$ cat src/sv/console_nesting_scanner_unit_defines.svh
// assertion macros for the console nesting scanner
// used by the top level, needs clk and rst_n in scope where expanded
`ifndef CONSOLE_NESTING_SCANNER_UNIT_DEFINES_SVH
`define CONSOLE_NESTING_SCANNER_UNIT_DEFINES_SVH
`ifndef NO_ASSERTIONS
`define CNS_ASSERT(label, expr, msg) \
    label: assert property (@(posedge clk) disable iff (!rst_n) (expr)) else $error(msg);
`define CNS_ASSERT_NEXT(label, pre, post, msg) \
    label: assert property (@(posedge clk) disable iff (!rst_n) (pre) |=> (post)) \
        else $error(msg);
`else
`define CNS_ASSERT(label, expr, msg)
`define CNS_ASSERT_NEXT(label, pre, post, msg)
`endif
`endif

$ cat src/sv/cns_pkg.sv
// types, codes and helpers for the console nesting scanner
// no dependencies
package cns_pkg;

    typedef struct packed {
        logic       operation;
        logic [7:0] char_byte;
        logic       end_of_line;
    } in_item_t;

    typedef struct packed {
        logic [15:0] nest_depth;
        logic [2:0]  open_kind;
        logic [1:0]  scan_mode;
        logic        input_complete;
    } out_item_t;

    localparam logic OP_SCAN  = 1'b0;
    localparam logic OP_ABORT = 1'b1;

    localparam logic [2:0] KIND_NONE   = 3'd0;
    localparam logic [2:0] KIND_SQUARE = 3'd1;
    localparam logic [2:0] KIND_PAREN  = 3'd2;
    localparam logic [2:0] KIND_BRACE  = 3'd3;
    localparam logic [2:0] KIND_DEEP   = 3'd4;

    localparam logic [1:0] SCAN_CODE   = 2'd0;
    localparam logic [1:0] SCAN_QUOTED = 2'd1;
    localparam logic [1:0] SCAN_BRACE  = 2'd2;
    localparam logic [1:0] SCAN_RAW    = 2'd3;

    localparam logic [7:0] CH_QUOTE    = 8'h22;
    localparam logic [7:0] CH_PERCENT  = 8'h25;
    localparam logic [7:0] CH_LPAREN   = 8'h28;
    localparam logic [7:0] CH_RPAREN   = 8'h29;
    localparam logic [7:0] CH_LSQUARE  = 8'h5b;
    localparam logic [7:0] CH_RSQUARE  = 8'h5d;
    localparam logic [7:0] CH_CARET    = 8'h5e;
    localparam logic [7:0] CH_LBRACE   = 8'h7b;
    localparam logic [7:0] CH_RBRACE   = 8'h7d;

    function automatic logic [15:0] sat_inc16(input logic [15:0] v);
        sat_inc16 = (v == 16'hffff) ? v : v + 16'd1;
    endfunction

    function automatic logic [15:0] sat_dec16(input logic [15:0] v);
        sat_dec16 = (v == 16'd0) ? v : v - 16'd1;
    endfunction

endpackage

$ cat src/sv/cns_ram.sv
// generic single-write, single-read ram with registered read data
// no dependencies
module cns_ram #(
    parameter int WIDTH = 2,
    parameter int DEPTH = 1024
) (
    input  logic                     clk,
    input  logic                     we,
    input  logic [$clog2(DEPTH)-1:0] waddr,
    input  logic [WIDTH-1:0]         wdata,
    input  logic                     re,
    input  logic [$clog2(DEPTH)-1:0] raddr,
    output logic [WIDTH-1:0]         rdata
);

    logic [WIDTH-1:0] mem [DEPTH];

    always_ff @(posedge clk)
    begin
        if (we)
        begin
            mem[waddr] <= wdata;
        end
        if (re)
        begin
            rdata <= mem[raddr];
        end
    end

endmodule

$ cat src/sv/console_nesting_scanner_unit.sv
// console nesting scanner top level: per-byte scan state and bracket stack
// depends on cns_pkg, cns_ram and console_nesting_scanner_unit_defines.svh
//
// Takes one input byte per cycle and returns one result per byte, in order.
// The edge that takes a byte updates the scan state and starts the read of the
// new top of the bracket stack from its ram. The middle stage then forms the
// open kind from the read data and loads the output register once it is free.
// A new byte can be taken every cycle. The input stalls only while the middle
// stage and the output register both hold items and the output is stalled.
// The kind of a level pushed in the same cycle is forwarded around the ram.
// The stack ram needs no clearing after reset: only entries below the
// current depth are ever read. An abort clears all scan state at once.
`include "console_nesting_scanner_unit_defines.svh"

module console_nesting_scanner_unit #(
    parameter int STACK_DEPTH = 1024
) (
    input  logic              clk,
    input  logic              rst_n,
    input  logic              byte_valid,
    output logic              byte_stall,
    input  cns_pkg::in_item_t byte_item,
    output logic              result_valid,
    input  logic              result_stall,
    output cns_pkg::out_item_t result_item
);

    localparam int AW = $clog2(STACK_DEPTH);
    localparam logic [16:0] SD = 17'(STACK_DEPTH);

    typedef enum logic [2:0] {
        MODE_CODE,
        MODE_QUOTED,
        MODE_BRACE,
        MODE_RAW,
        MODE_CODE_PCT,
        MODE_RAW_CLOSE
    } mode_t;

    mode_t       mode_reg, mode_next;
    logic        esc_reg, esc_next;
    logic [15:0] pct_reg, pct_next;
    logic [15:0] raw_reg, raw_next;
    logic [15:0] brace_reg, brace_next;
    logic [15:0] depth_reg, depth_next;

    logic        mid_valid_reg;
    logic [15:0] mid_depth_reg;
    logic [1:0]  mid_mode_reg;
    logic        mid_done_reg;
    logic [2:0]  mid_kind_reg;
    logic        mid_mem_reg;
    logic        mid_byp_reg;
    logic [1:0]  mid_byp_kind_reg;

    logic        accept;
    logic        out_free;
    logic        mid_move;
    logic        open_req;
    logic [1:0]  open_kind;
    logic        push;
    logic [AW-1:0] push_addr;
    logic [AW-1:0] top_addr;
    logic        eol_eff;
    logic [1:0]  shown;
    logic [2:0]  fixed_kind;
    logic        use_mem;
    logic [15:0] top_idx;
    logic [1:0]  ram_rdata;
    logic [2:0]  mid_kind;
    logic [7:0]  c;
    logic        eol;

    assign out_free   = !result_valid || !result_stall;
    assign mid_move   = mid_valid_reg && out_free;
    assign byte_stall = mid_valid_reg && !out_free;
    assign accept     = byte_valid && !byte_stall;
    assign c          = byte_item.char_byte;
    assign eol        = byte_item.end_of_line;

    always_comb
    begin
        mode_next  = mode_reg;
        esc_next   = esc_reg;
        pct_next   = pct_reg;
        raw_next   = raw_reg;
        brace_next = brace_reg;
        depth_next = depth_reg;
        open_req   = 1'b0;
        open_kind  = cns_pkg::KIND_BRACE[1:0];
        eol_eff    = eol;
        if (byte_item.operation == cns_pkg::OP_ABORT)
        begin
            mode_next  = MODE_CODE;
            esc_next   = 1'b0;
            pct_next   = '0;
            raw_next   = '0;
            brace_next = '0;
            depth_next = '0;
            eol_eff    = 1'b0;
        end
        else
        begin
            case (mode_reg)
                MODE_QUOTED:
                begin
                    if (esc_reg)
                        esc_next = 1'b0;
                    else if (c == cns_pkg::CH_CARET && !eol)
                        esc_next = 1'b1;
                    else if (c == cns_pkg::CH_QUOTE)
                        mode_next = MODE_CODE;
                end
                MODE_BRACE:
                begin
                    if (esc_reg)
                        esc_next = 1'b0;
                    else if (c == cns_pkg::CH_CARET && !eol)
                        esc_next = 1'b1;
                    else if (c == cns_pkg::CH_LBRACE)
                    begin
                        open_req   = 1'b1;
                        brace_next = cns_pkg::sat_inc16(brace_reg);
                    end
                    else if (c == cns_pkg::CH_RBRACE)
                    begin
                        depth_next = cns_pkg::sat_dec16(depth_reg);
                        brace_next = cns_pkg::sat_dec16(brace_reg);
                        if (brace_next == 16'd0)
                            mode_next = MODE_CODE;
                    end
                end
                MODE_RAW:
                begin
                    if (c == cns_pkg::CH_RBRACE && !eol)
                    begin
                        pct_next  = '0;
                        mode_next = MODE_RAW_CLOSE;
                    end
                end
                MODE_CODE_PCT:
                begin
                    if (pct_reg == 16'd1 && c == cns_pkg::CH_QUOTE)
                    begin
                        pct_next  = '0;
                        mode_next = MODE_QUOTED;
                    end
                    else if (c == cns_pkg::CH_PERCENT)
                    begin
                        pct_next = cns_pkg::sat_inc16(pct_reg);
                        if (eol)
                        begin
                            pct_next  = '0;
                            mode_next = MODE_CODE;
                        end
                    end
                    else if (c == cns_pkg::CH_LBRACE)
                    begin
                        raw_next  = pct_reg;
                        open_req  = 1'b1;
                        pct_next  = '0;
                        mode_next = MODE_RAW;
                    end
                    else
                    begin
                        pct_next  = '0;
                        mode_next = MODE_CODE;
                    end
                end
                MODE_RAW_CLOSE:
                begin
                    if (c == cns_pkg::CH_PERCENT)
                    begin
                        pct_next = cns_pkg::sat_inc16(pct_reg);
                        if (eol)
                        begin
                            if (pct_next >= raw_reg)
                            begin
                                depth_next = cns_pkg::sat_dec16(depth_reg);
                                raw_next   = '0;
                                pct_next   = '0;
                                mode_next  = MODE_CODE;
                            end
                            else
                            begin
                                pct_next  = '0;
                                mode_next = MODE_RAW;
                            end
                        end
                    end
                    else if (pct_reg != 16'd0 && pct_reg >= raw_reg)
                    begin
                        depth_next = cns_pkg::sat_dec16(depth_reg);
                        raw_next   = '0;
                        pct_next   = '0;
                        mode_next  = MODE_CODE;
                    end
                    else
                    begin
                        pct_next  = '0;
                        mode_next = MODE_RAW;
                        if (c == cns_pkg::CH_RBRACE && !eol)
                            mode_next = MODE_RAW_CLOSE;
                    end
                end
                default:
                begin
                    mode_next = MODE_CODE;
                    case (c)
                        cns_pkg::CH_QUOTE: mode_next = MODE_QUOTED;
                        cns_pkg::CH_LSQUARE:
                        begin
                            open_req  = 1'b1;
                            open_kind = cns_pkg::KIND_SQUARE[1:0];
                        end
                        cns_pkg::CH_LPAREN:
                        begin
                            open_req  = 1'b1;
                            open_kind = cns_pkg::KIND_PAREN[1:0];
                        end
                        cns_pkg::CH_RSQUARE, cns_pkg::CH_RPAREN:
                            depth_next = cns_pkg::sat_dec16(depth_reg);
                        cns_pkg::CH_LBRACE:
                        begin
                            open_req   = 1'b1;
                            brace_next = cns_pkg::sat_inc16(brace_reg);
                            mode_next  = MODE_BRACE;
                        end
                        cns_pkg::CH_PERCENT:
                        begin
                            if (!eol)
                            begin
                                pct_next  = 16'd1;
                                mode_next = MODE_CODE_PCT;
                            end
                        end
                        default: ;
                    endcase
                end
            endcase
            if (open_req)
                depth_next = cns_pkg::sat_inc16(depth_reg);
            if (eol)
            begin
                esc_next = 1'b0;
                if (mode_next == MODE_QUOTED || mode_next == MODE_CODE_PCT)
                begin
                    mode_next = MODE_CODE;
                    pct_next  = '0;
                end
            end
        end
    end

    // stack write and read of the new top
    assign push      = accept && open_req && ({1'b0, depth_reg} < SD);
    assign push_addr = depth_reg[AW-1:0];
    assign top_idx   = depth_next - 16'd1;
    assign top_addr  = top_idx[AW-1:0];

    always_comb
    begin
        use_mem    = 1'b0;
        fixed_kind = cns_pkg::KIND_NONE;
        if (depth_next == 16'd0)
            fixed_kind = cns_pkg::KIND_NONE;
        else if ({1'b0, depth_next} > SD)
            fixed_kind = cns_pkg::KIND_DEEP;
        else
            use_mem = 1'b1;
    end

    always_comb
    begin
        case (mode_next)
            MODE_QUOTED:    shown = cns_pkg::SCAN_QUOTED;
            MODE_BRACE:     shown = cns_pkg::SCAN_BRACE;
            MODE_RAW:       shown = cns_pkg::SCAN_RAW;
            MODE_RAW_CLOSE: shown = cns_pkg::SCAN_RAW;
            default:        shown = cns_pkg::SCAN_CODE;
        endcase
    end

    cns_ram #(
        .WIDTH (2),
        .DEPTH (STACK_DEPTH)
    ) u_stack (
        .clk   (clk),
        .we    (push),
        .waddr (push_addr),
        .wdata (open_kind),
        .re    (accept),
        .raddr (top_addr),
        .rdata (ram_rdata)
    );

    always_comb
    begin
        mid_kind = mid_kind_reg;
        if (mid_mem_reg)
            mid_kind = mid_byp_reg ? {1'b0, mid_byp_kind_reg} : {1'b0, ram_rdata};
    end

    always_ff @(posedge clk or negedge rst_n)
    begin
        if (!rst_n)
        begin
            mode_reg         <= MODE_CODE;
            esc_reg          <= 1'b0;
            pct_reg          <= '0;
            raw_reg          <= '0;
            brace_reg        <= '0;
            depth_reg        <= '0;
            mid_valid_reg    <= 1'b0;
            mid_depth_reg    <= '0;
            mid_mode_reg     <= cns_pkg::SCAN_CODE;
            mid_done_reg     <= 1'b0;
            mid_kind_reg     <= cns_pkg::KIND_NONE;
            mid_mem_reg      <= 1'b0;
            mid_byp_reg      <= 1'b0;
            mid_byp_kind_reg <= '0;
            result_valid     <= 1'b0;
            result_item      <= '0;
        end
        else
        begin
            if (accept)
            begin
                mode_reg         <= mode_next;
                esc_reg          <= esc_next;
                pct_reg          <= pct_next;
                raw_reg          <= raw_next;
                brace_reg        <= brace_next;
                depth_reg        <= depth_next;
                mid_depth_reg    <= depth_next;
                mid_mode_reg     <= shown;
                mid_done_reg     <= eol_eff && (depth_next == 16'd0);
                mid_kind_reg     <= fixed_kind;
                mid_mem_reg      <= use_mem;
                mid_byp_reg      <= push && (push_addr == top_addr);
                mid_byp_kind_reg <= open_kind;
            end
            if (accept)
                mid_valid_reg <= 1'b1;
            else if (mid_move)
                mid_valid_reg <= 1'b0;
            if (mid_move)
            begin
                result_valid               <= 1'b1;
                result_item.nest_depth     <= mid_depth_reg;
                result_item.open_kind      <= mid_kind;
                result_item.scan_mode      <= mid_mode_reg;
                result_item.input_complete <= mid_done_reg;
            end
            else if (!result_stall)
            begin
                result_valid <= 1'b0;
            end
        end
    end

    `CNS_ASSERT(a_stall_only_when_full,
        !byte_stall || (mid_valid_reg && result_valid),
        "stall with free stage")
    `CNS_ASSERT_NEXT(a_abort_clears,
        accept && byte_item.operation == cns_pkg::OP_ABORT,
        depth_reg == 16'd0 && mode_reg == MODE_CODE && brace_reg == 16'd0,
        "abort left state")
    `CNS_ASSERT(a_brace_mode_match,
        (brace_reg != 16'd0) == (mode_reg == MODE_BRACE),
        "brace depth out of step with mode")
    `CNS_ASSERT(a_raw_depth_mode,
        raw_reg == 16'd0 || mode_reg == MODE_RAW || mode_reg == MODE_RAW_CLOSE,
        "raw depth outside raw string")

endmodule

$ cat config.mk
export PLATFORM = sky130hd
export DESIGN_NAME = console_nesting_scanner_unit
export DESIGN_NICKNAME = d
export VERILOG_FILES = /design/src/sv/cns_pkg.sv /design/src/sv/cns_ram.sv /design/src/sv/console_nesting_scanner_unit.sv
export VERILOG_INCLUDE_DIRS = /design/src /design/src/sv
export SDC_FILE = /design/constraint.sdc
export NUM_CORES = 2
export LEC_CHECK = 0
export ABC_CLOCK_PERIOD_IN_PS = 17500
export BUFFER_PORTS_ARGS = -buffer_cell sky130_fd_sc_hd__buf_2
export CORE_ASPECT_RATIO = 1.25
export CORE_MARGIN = 2
export CORE_UTILIZATION = 49
export DETAILED_ROUTE_END_ITERATION = 16
export PLACE_DENSITY_LB_ADDON = 0.2
export RECOVER_POWER = 100
export SYNTH_ARGS = -nofsm -noshare
export SYNTH_HDL_FRONTEND = slang
export SYNTH_SLANG_ARGS = --single-unit
$ cat constraint.sdc
create_clock -name clk -period 17.5 [get_ports clk]
set_clock_uncertainty 0.05 [all_clocks]
set_input_delay 0 -clock clk [delete_from_list [all_inputs] [get_ports clk]]
set_output_delay 0 -clock clk [all_outputs]
set_load 0.01 [all_outputs]
## Word-level counts from Yosys, hierarchy flattened

Memories as Yosys holds them, arrays and structs flattened. A register that Yosys moved wholly into a read port is not among the register bits.
Cells that the tools add are included.

| storage, ports and cells | value |
|---|---|
| memories kept | 1 |
| flip-flop bits (word level) | 102 |
| bits of input ports | 14 |
| memory bits (writable) | 2048 |

Memories:

| memory | depth | bits a word | rd ports | clocked after Yosys merged registers in | write ports | line | source |
|---|---|---|---|---|---|---|---|
| u_stack.mem | 1024 | 2 | 1 | 1 | 1 | cns_ram.sv:16 | `logic [WIDTH-1:0] mem [DEPTH];` |

| cells by class | value |
|---|---|
| muxes and demuxes | 99 |
| add/subtract/negate cells | 6 |
| equality and inequality tests | 35 |
| reductions and logical operators | 39 |
| magnitude comparators | 4 |

Operators by type and width:

| operator | count |
|---|---|
| 2-to-1 mux 16 bit | 39 |
| 2-to-1 mux 3 bit | 24 |
| logical NOT 16 bit | 4 |
| one-hot mux 16 bit (2 select lines) | 2 |
| one-hot mux 16 bit (4 select lines) | 1 |
| adder 16 x 1 -> 16 bit (second input constant) | 3 |
| equality test 16 bit (second input constant) | 3 |
| one-hot mux 16 bit (3 select lines) | 1 |
| equality test 8 x 7 -> 1 bit (second input constant) | 5 |
| equality test 8 x 6 -> 1 bit (second input constant) | 4 |
| greater-or-equal comparator 16 bit | 2 |
| subtractor 16 x 1 -> 16 bit (second input constant) | 2 |
| 2-to-1 mux 1 bit | 22 |
| equality test 16 x 1 -> 1 bit (second input constant) | 1 |
| greater-than comparator 16 x 11 -> 1 bit (second input constant) | 1 |
| less-than comparator 16 x 11 -> 1 bit (second input constant) | 1 |
| nonzero test 16 bit | 1 |
| inequality test 3 bit (second input constant) | 5 |
| one-hot mux 3 bit (5 select lines) | 1 |
| equality test 3 x 2 -> 1 bit (second input constant) | 4 |
| equality test 3 bit (second input constant) | 4 |
| inequality test 4 bit (second input constant) | 3 |
| nonzero test 3 bit | 4 |
| logical AND 1 bit | 11 |
| other kinds (19) | 35 |

## Logic depth before layout (Yosys ltp)

| depth | value |
|---|---|
| depth in word-level cells | 18 |
| gate-level depth with buffers | 38 |
| depth with buffers taken out | 29 |

## By module

From an unflattened synthesis, not the netlist that was laid out.

| second synthesis, totals | value |
|---|---|
| cells, all modules | 5971 |
| area, all modules | 92726.4 µm² |

Modules (own cells, without submodules):

| module | sequential area each (µm²) | times used | area an instance (µm²) | cells each |
|---|---|---|---|---|
| cns_ram | 61559.0 | 1 | 83777.8 | 4793 |
| console_nesting_scanner_unit | 2502.4 | 1 | 8948.6 | 1178 |

## Worst setup path before layout

OpenSTA, ideal clock, no wires.

| timing path | value |
|---|---|
| path type | flip-flop to flip-flop |
| start point | register mode_reg[0] |
| end point | memory u_stack.mem[0][0], data pin |
| setup time | 2.693 ns |
| arrival time | 13.295 ns |
| buffers on the path | 2 |
| data required time | 14.757 ns |
| slack | 1.462 ns |
| cell stages (with the launch flop) | 7 |
| cells stage by stage | dfrtp_1 -> clkbuf_1 -> clkbuf_1 -> nand2_1 -> o21ai_0 -> nor2_1 -> nand2_1 |

| on the way | value |
|---|---|
| cells in the longest elaborated chain, start to end | 4 |
| elaborated cells on any way between the ends | 8 |

RTL lines:

| what | line | source |
|---|---|---|
| start, declared | console_nesting_scanner_unit.sv:40 | `mode_t mode_reg, mode_next;` |
| start signal, assigned | console_nesting_scanner_unit.sv:329 | `mode_reg <= mode_next;` |
| equality test 3 bit, or another cell as far along | console_nesting_scanner_unit.sv:104 | `case (mode_reg)` |
| OR reduction 5 bit (no source line) * | -- |  |
| 2-to-1 mux 2 bit * | console_nesting_scanner_unit.sv:104 |  |
| 2-to-1 mux 2 bit * | console_nesting_scanner_unit.sv:92 | `if (byte_item.operation == cns_pkg::OP_ABORT)` |
| named net open_kind[0] | console_nesting_scanner_unit.sv:60 | `logic [1:0] open_kind;` |
| end, declared | cns_ram.sv:16 |  |

The timed path passes the listed nets; every way through them passes the cells marked *.

## Worst setup path after layout

| timing path | value |
|---|---|
| start point | register pct_reg[6] |
| end point | register u_stack.rdata[0], read port of u_stack.mem, data pin |

| on the way | value |
|---|---|
| cells in the longest elaborated chain, start to end | 10 |
| elaborated cells on any way between the ends | 20 |

RTL lines:

| what | line | source |
|---|---|---|
| start, declared | console_nesting_scanner_unit.sv:42 | `logic [15:0] pct_reg, pct_next;` |
| start signal, assigned | console_nesting_scanner_unit.sv:331 | `pct_reg <= pct_next;` |
| adder 16 x 1 -> 16 bit or equality test 16 bit (tied branches) | cns_pkg.sv:43 | `sat_inc16 = (v == 16'hffff) ? v : v + 16'd1;` |
| 2-to-1 mux 16 bit | cns_pkg.sv:43 |  |
| greater-or-equal comparator 16 bit | console_nesting_scanner_unit.sv:177 | `if (pct_next >= raw_reg)` |
| 2-to-1 mux 16 bit | console_nesting_scanner_unit.sv:177 |  |
| 2-to-1 mux 16 bit | console_nesting_scanner_unit.sv:175 | `if (eol)` |
| 2-to-1 mux 16 bit | console_nesting_scanner_unit.sv:172 | `if (c == cns_pkg::CH_PERCENT)` |
| one-hot mux 16 bit (3 select lines) | console_nesting_scanner_unit.sv:104 |  |
| 2-to-1 mux 16 bit * | console_nesting_scanner_unit.sv:241 | `if (open_req)` |
| 2-to-1 mux 16 bit * | console_nesting_scanner_unit.sv:92 |  |
| subtractor 10 x 1 -> 10 bit * | console_nesting_scanner_unit.sv:258 | `assign top_idx = depth_next - 16'd1;` |
| end, declared | cns_ram.sv:13 | `output logic [WIDTH-1:0] rdata` |

Every way passes the cells marked *; elsewhere a longest branch is shown, timed or not. The select of a mux whose other input is x is not followed.
A chain may end at the register's enable or synchronous reset.

==> flow_summary.yaml <==
outcome:
  outcome: "complete, but fails checks"
  violations: "max-capacitance violations, max-slew violations"
worst_setup_path:
  timing.critical_path.mode_cell: "sky130_fd_sc_hd__and3_1"
  critical_path_arrival_ns: 14.83
  required_time_of_the_worst_setup_path_ns: 18.04
  cp_max_fo: 134
  slowest_delay_ns: 2.03
  critPathKind: "reg -> reg"
  worst_path_max_delay_cell: "sky130_fd_sc_hd__clkbuf_1"
  startpoint_type: "flop"
  worst_setup_path_end_kind: "flop"
place:
  port_buffers: 37
  half_perimeter_wire_length_of_the_detailed_placement_result_um: 153000
  place.detailed.instances: 8752
  routabilityCongestion: 0.887
clock_tree:
  tritoncts.num_buffers: 201
  clkSinkCount: 2150
  post_cts.repair.setup_buffers: 0
  cts.hold.buffers_added: 29
  cts_root_buf: "sky130_fd_sc_hd__clkbuf_16"
  cts_repair_resize_count: 0
  ctsLongestPathBuffers: 3
  clkLatencyLatePin_ns: 0.88
  clkTransAtPathRegs_ns: 0.07
  clock_tree.htree_level_count: 4
  cts_tree: "built"
power_and_ir_drop:
  power.density_mw_per_mm2: 138
  leakage_nw: 36.9
  vdd_ir_drop_max_mv: 0.138
floorplan:
  boundaryPins: 38
  fp.dieW_um: 395
  initial_core_util: 0.492
  design.die.area_sq_mm: 0.194
  cell_row_count: 179
  die_height_um: 493
  core_area_sq_mm: 0.190
cells_and_area:
  final_cell_count_without_fillers: 9154
  largest_registers: "u_stack.mem: 2048 flops, result_item: 22 flops"
  syn_to_final_growth_pct: 9.76
  largest_register_ff_count: 2048
  number_of_nets_in_the_layout: 6508
  fillerInstances: 15500
  layout.area.seq_sq_mm: 0.0641
  multi_input_comb_area_sq_mm: 0.0273
  largest-register: "u_stack.mem"
  drive_above_1_share: 0.134
routing:
  post_drt_wl_per_cell_um: 30.5
  route.vias.total: 59200
  route.detailed.vias_per_inst: 6.47
  drt_pass_1_iters: 9
  finalWirelength_um: 279000
  post-route-drc-count: 0
  antenna_left: 0
  drt_first_iter_violations: 7571
grt:
  globalRouteTotalUtil: 0.283
  grt_max_degree: 226
  gr-max-usage-layer: "met2"
  globalRouteMet2Util: 0.462
  grt_pass1_vias: 58800
  grt_pass1_wl_um: 402000
  grt_antenna_before_repair: 10
  grt_use_met3: 0.0564
  met1_track_demand_over_resource_in_global_routing: 0.365
  grt_overflow_total: 0
sta:
  fin_crit_sh: 0.816
  timing.final.crit_period_ns: 14.28
  number_of_endpoints_with_negative_hold_slack_in_the_final_report: 0
  maxSlewViolCount: 2171
  rsz0062_at_grt: "no"
  upper_clock_frequency_limit_ghz: 0.0700
  fin_tns_setup_ns: 0
  maxSlewHeadroom: -5.39
  transition_time_of_the_tightest_slew_check_pin_ns: 9.59
  final-setup-viol-count: 0
run:
  drv.max_cap_violation_count: 34
hold_path:
  holdCritPathClass: "in -> reg"
synthesis:
  synth_sequential_area_ratio: 0.685
  postSynthRegisterBits: 2150
  syn-mean-instance-area_sq_um: 14.2
  synthArstFlopShare: 0.0465
  post_synthesis_instance_total: 6584
  synth_area_sq_mm: 0.0936
  yosys_most_used_dff: "sky130_fd_sc_hd__edfxtp_1"
  ys_types: 103
  number_of_enable_type_register_cells_in_the_synthesized_netlist: 2050
  synthesis.nets: 6642
  yosys_warnings: 0
where the power goes:
group,internal (W),switching (W)
Clock,0.00238,0.00196
Sequential,0.00558,0.0000464
Combinational,0.00113,0.00303
Total,0.00909,0.00505
per-stage QoR:
| step | util | hold WS [ns] | worst slack, ns | instance area, sq um | power, W |
|---|---|---|---|---|---|
| 3_5_place_dp | 0.506 | 0.00595 | 5.38 | 96200 | 0.00982 |
| 5_1_grt | 0.540 | 0.349 | 2.35 | 103000 | 0.0145 |
| 3_3_place_gp | 0.506 | -0.00206 | 5.48 | 96200 | 0.00982 |
| 2_1_floorplan | - | -0.346 | 1.46 | 93600 | 0.00809 |
| 6_report | 0.540 | 0.300 | 3.22 | 103000 | 0.0141 |
| 4_1_cts | 0.541 | 0.0992 | 5.29 | 103000 | 0.0141 |
metal layers:
layer / up-vias / wire, um / part of all wire
li1: 24900 / - / -
met1: 30600 / 103000 / 0.37
met2: 3005 / 135000 / 0.48
met3: 660 / 25500 / 0.091
met4: 8 / 15700 / 0.056
met5: - / 40 / 0.00014
logic make-up (layout without fill, tap and decap cells):
| logic type | after synthesis | in the layout | synth area share |
|---|---|---|---|
| and+or+nand+nor | 2358 | 2358 | 0.109 |
| DFF | 2150 | 2150 | 0.685 |
| AOI/OAI and AO/OA | 915 | 915 | 0.0685 |
| buffers and inverters | 599 | 631 | 0.0272 |
| muxes | 469 | 469 | 0.100 |
| xor gates and xnor gates | 49 | 49 | 0.00467 |
| adders and majority gates | 44 | 44 | 0.00588 |
| other | 0 | 4 | 0 |
cells in the final DEF (no fill, tap or decap), drive strengths merged, types with 21 or more instances in the layout:
| master | count |
|---|---|
| mux4 | 373 |
| nor4 | 23 |
| mux2 | 29 |
| mux2i | 67 |
| nand2 | 662 |
| clkbuf | 310 |
| o211ai | 23 |
| and3 | 189 |
| a211oi | 208 |
| a31oi | 126 |
| a221oi | 24 |
| o22ai | 23 |
| o21ai | 143 |
| buf | 125 |
| ha | 44 |
| a311oi | 49 |
| nor2b | 28 |
| a21oi | 122 |
| nor2 | 1151 |
| nand3 | 113 |
| edfxtp | 2050 |
| inv | 50 |
| nand4 | 32 |
| dfrtp | 100 |
| nor3 | 69 |
| clkinv | 93 |
| dlygate4sd3 | 28 |
| o31ai | 21 |
| xnor2 | 32 |
Yosys cell counts (all sizes together), types with 11 or more instances:
library cell / count / share of area
edfxtp: 2050 / 0.66
nor2: 1151 / 0.046
nand2: 662 / 0.027
clkbuf: 387 / 0.016
mux4: 373 / 0.090
a211oi: 208 / 0.017
and3: 189 / 0.013
buf: 169 / 0.0099
o21ai: 143 / 0.0077
a31oi: 126 / 0.0084
a21oi: 122 / 0.0066
nand3: 113 / 0.0062
dfrtp: 100 / 0.027
nor3: 69 / 0.0039
mux2i: 67 / 0.0072
a311oi: 49 / 0.0046
ha: 44 / 0.0059
inv: 41 / 0.0016
nand4: 32 / 0.0022
xnor2: 32 / 0.0030
mux2: 29 / 0.0035
nor2b: 28 / 0.0019
a221oi: 24 / 0.0022
nor4: 23 / 0.0017
o211ai: 23 / 0.0018
o22ai: 23 / 0.0016
o31ai: 21 / 0.0017
or3: 17 / 0.0012
xor2: 17 / 0.0017
a21o: 14 / 0.0011
a32o: 14 / 0.0015
nand2b: 14 / 0.00094
a22o: 12 / 0.0011
a22oi: 12 / 0.00096
o21a: 11 / 0.00088
worst max-delay path, delay by kind of cell (launching register included):
kind	cells	cell delay, ns
AO/OA/AOI/OAI	7	3.17
XOR/XNOR	1	0.16
adder cells (fa/ha/maj)	2	0.79
buffers and inverters	5	4.54
flip-flops	1	0.50
multiplexers	1	0.40
AND/OR/NAND/NOR	16	4.05
worst paths after layout:
check | start | endpoint | slack (ns) | cells past startpoint
worst max-delay path | pct_reg[6]$_DFFE_PN0P_ | u_stack.rdata[0]$_DFFE_PP_ | 3.22 | 32
min in group asynchronous | rst_n | result_item[3]$_DFFE_PN0P_ | 1.08 | 4
worst min register to register | mid_mode_reg[0]$_DFFE_PN0P_ | mid_mode_reg[0]$_DFFE_PN0P_ | 0.43 | 1
worst max register to register | pct_reg[6]$_DFFE_PN0P_ | u_stack.rdata[0]$_DFFE_PP_ | 3.22 | 32
max in group asynchronous | rst_n | raw_reg[7]$_DFFE_PN0P_ | 14.28 | 4
worst min-delay path | byte_item[9] | mid_depth_reg[15]$_DFFE_PN0P_ | 0.30 | 5
cell type report:
type                    instances  area share
clock inverters               125      0.0122
diodes                          4   0.0000975
multi-input cells            3835       0.266
well taps                    2534      0.0309
clock buffers                 244      0.0505
flip-flops and latches       2150       0.624
inverters                      43     0.00162
repair buffers                219      0.0151
Power figures use the tool's default switching activity.
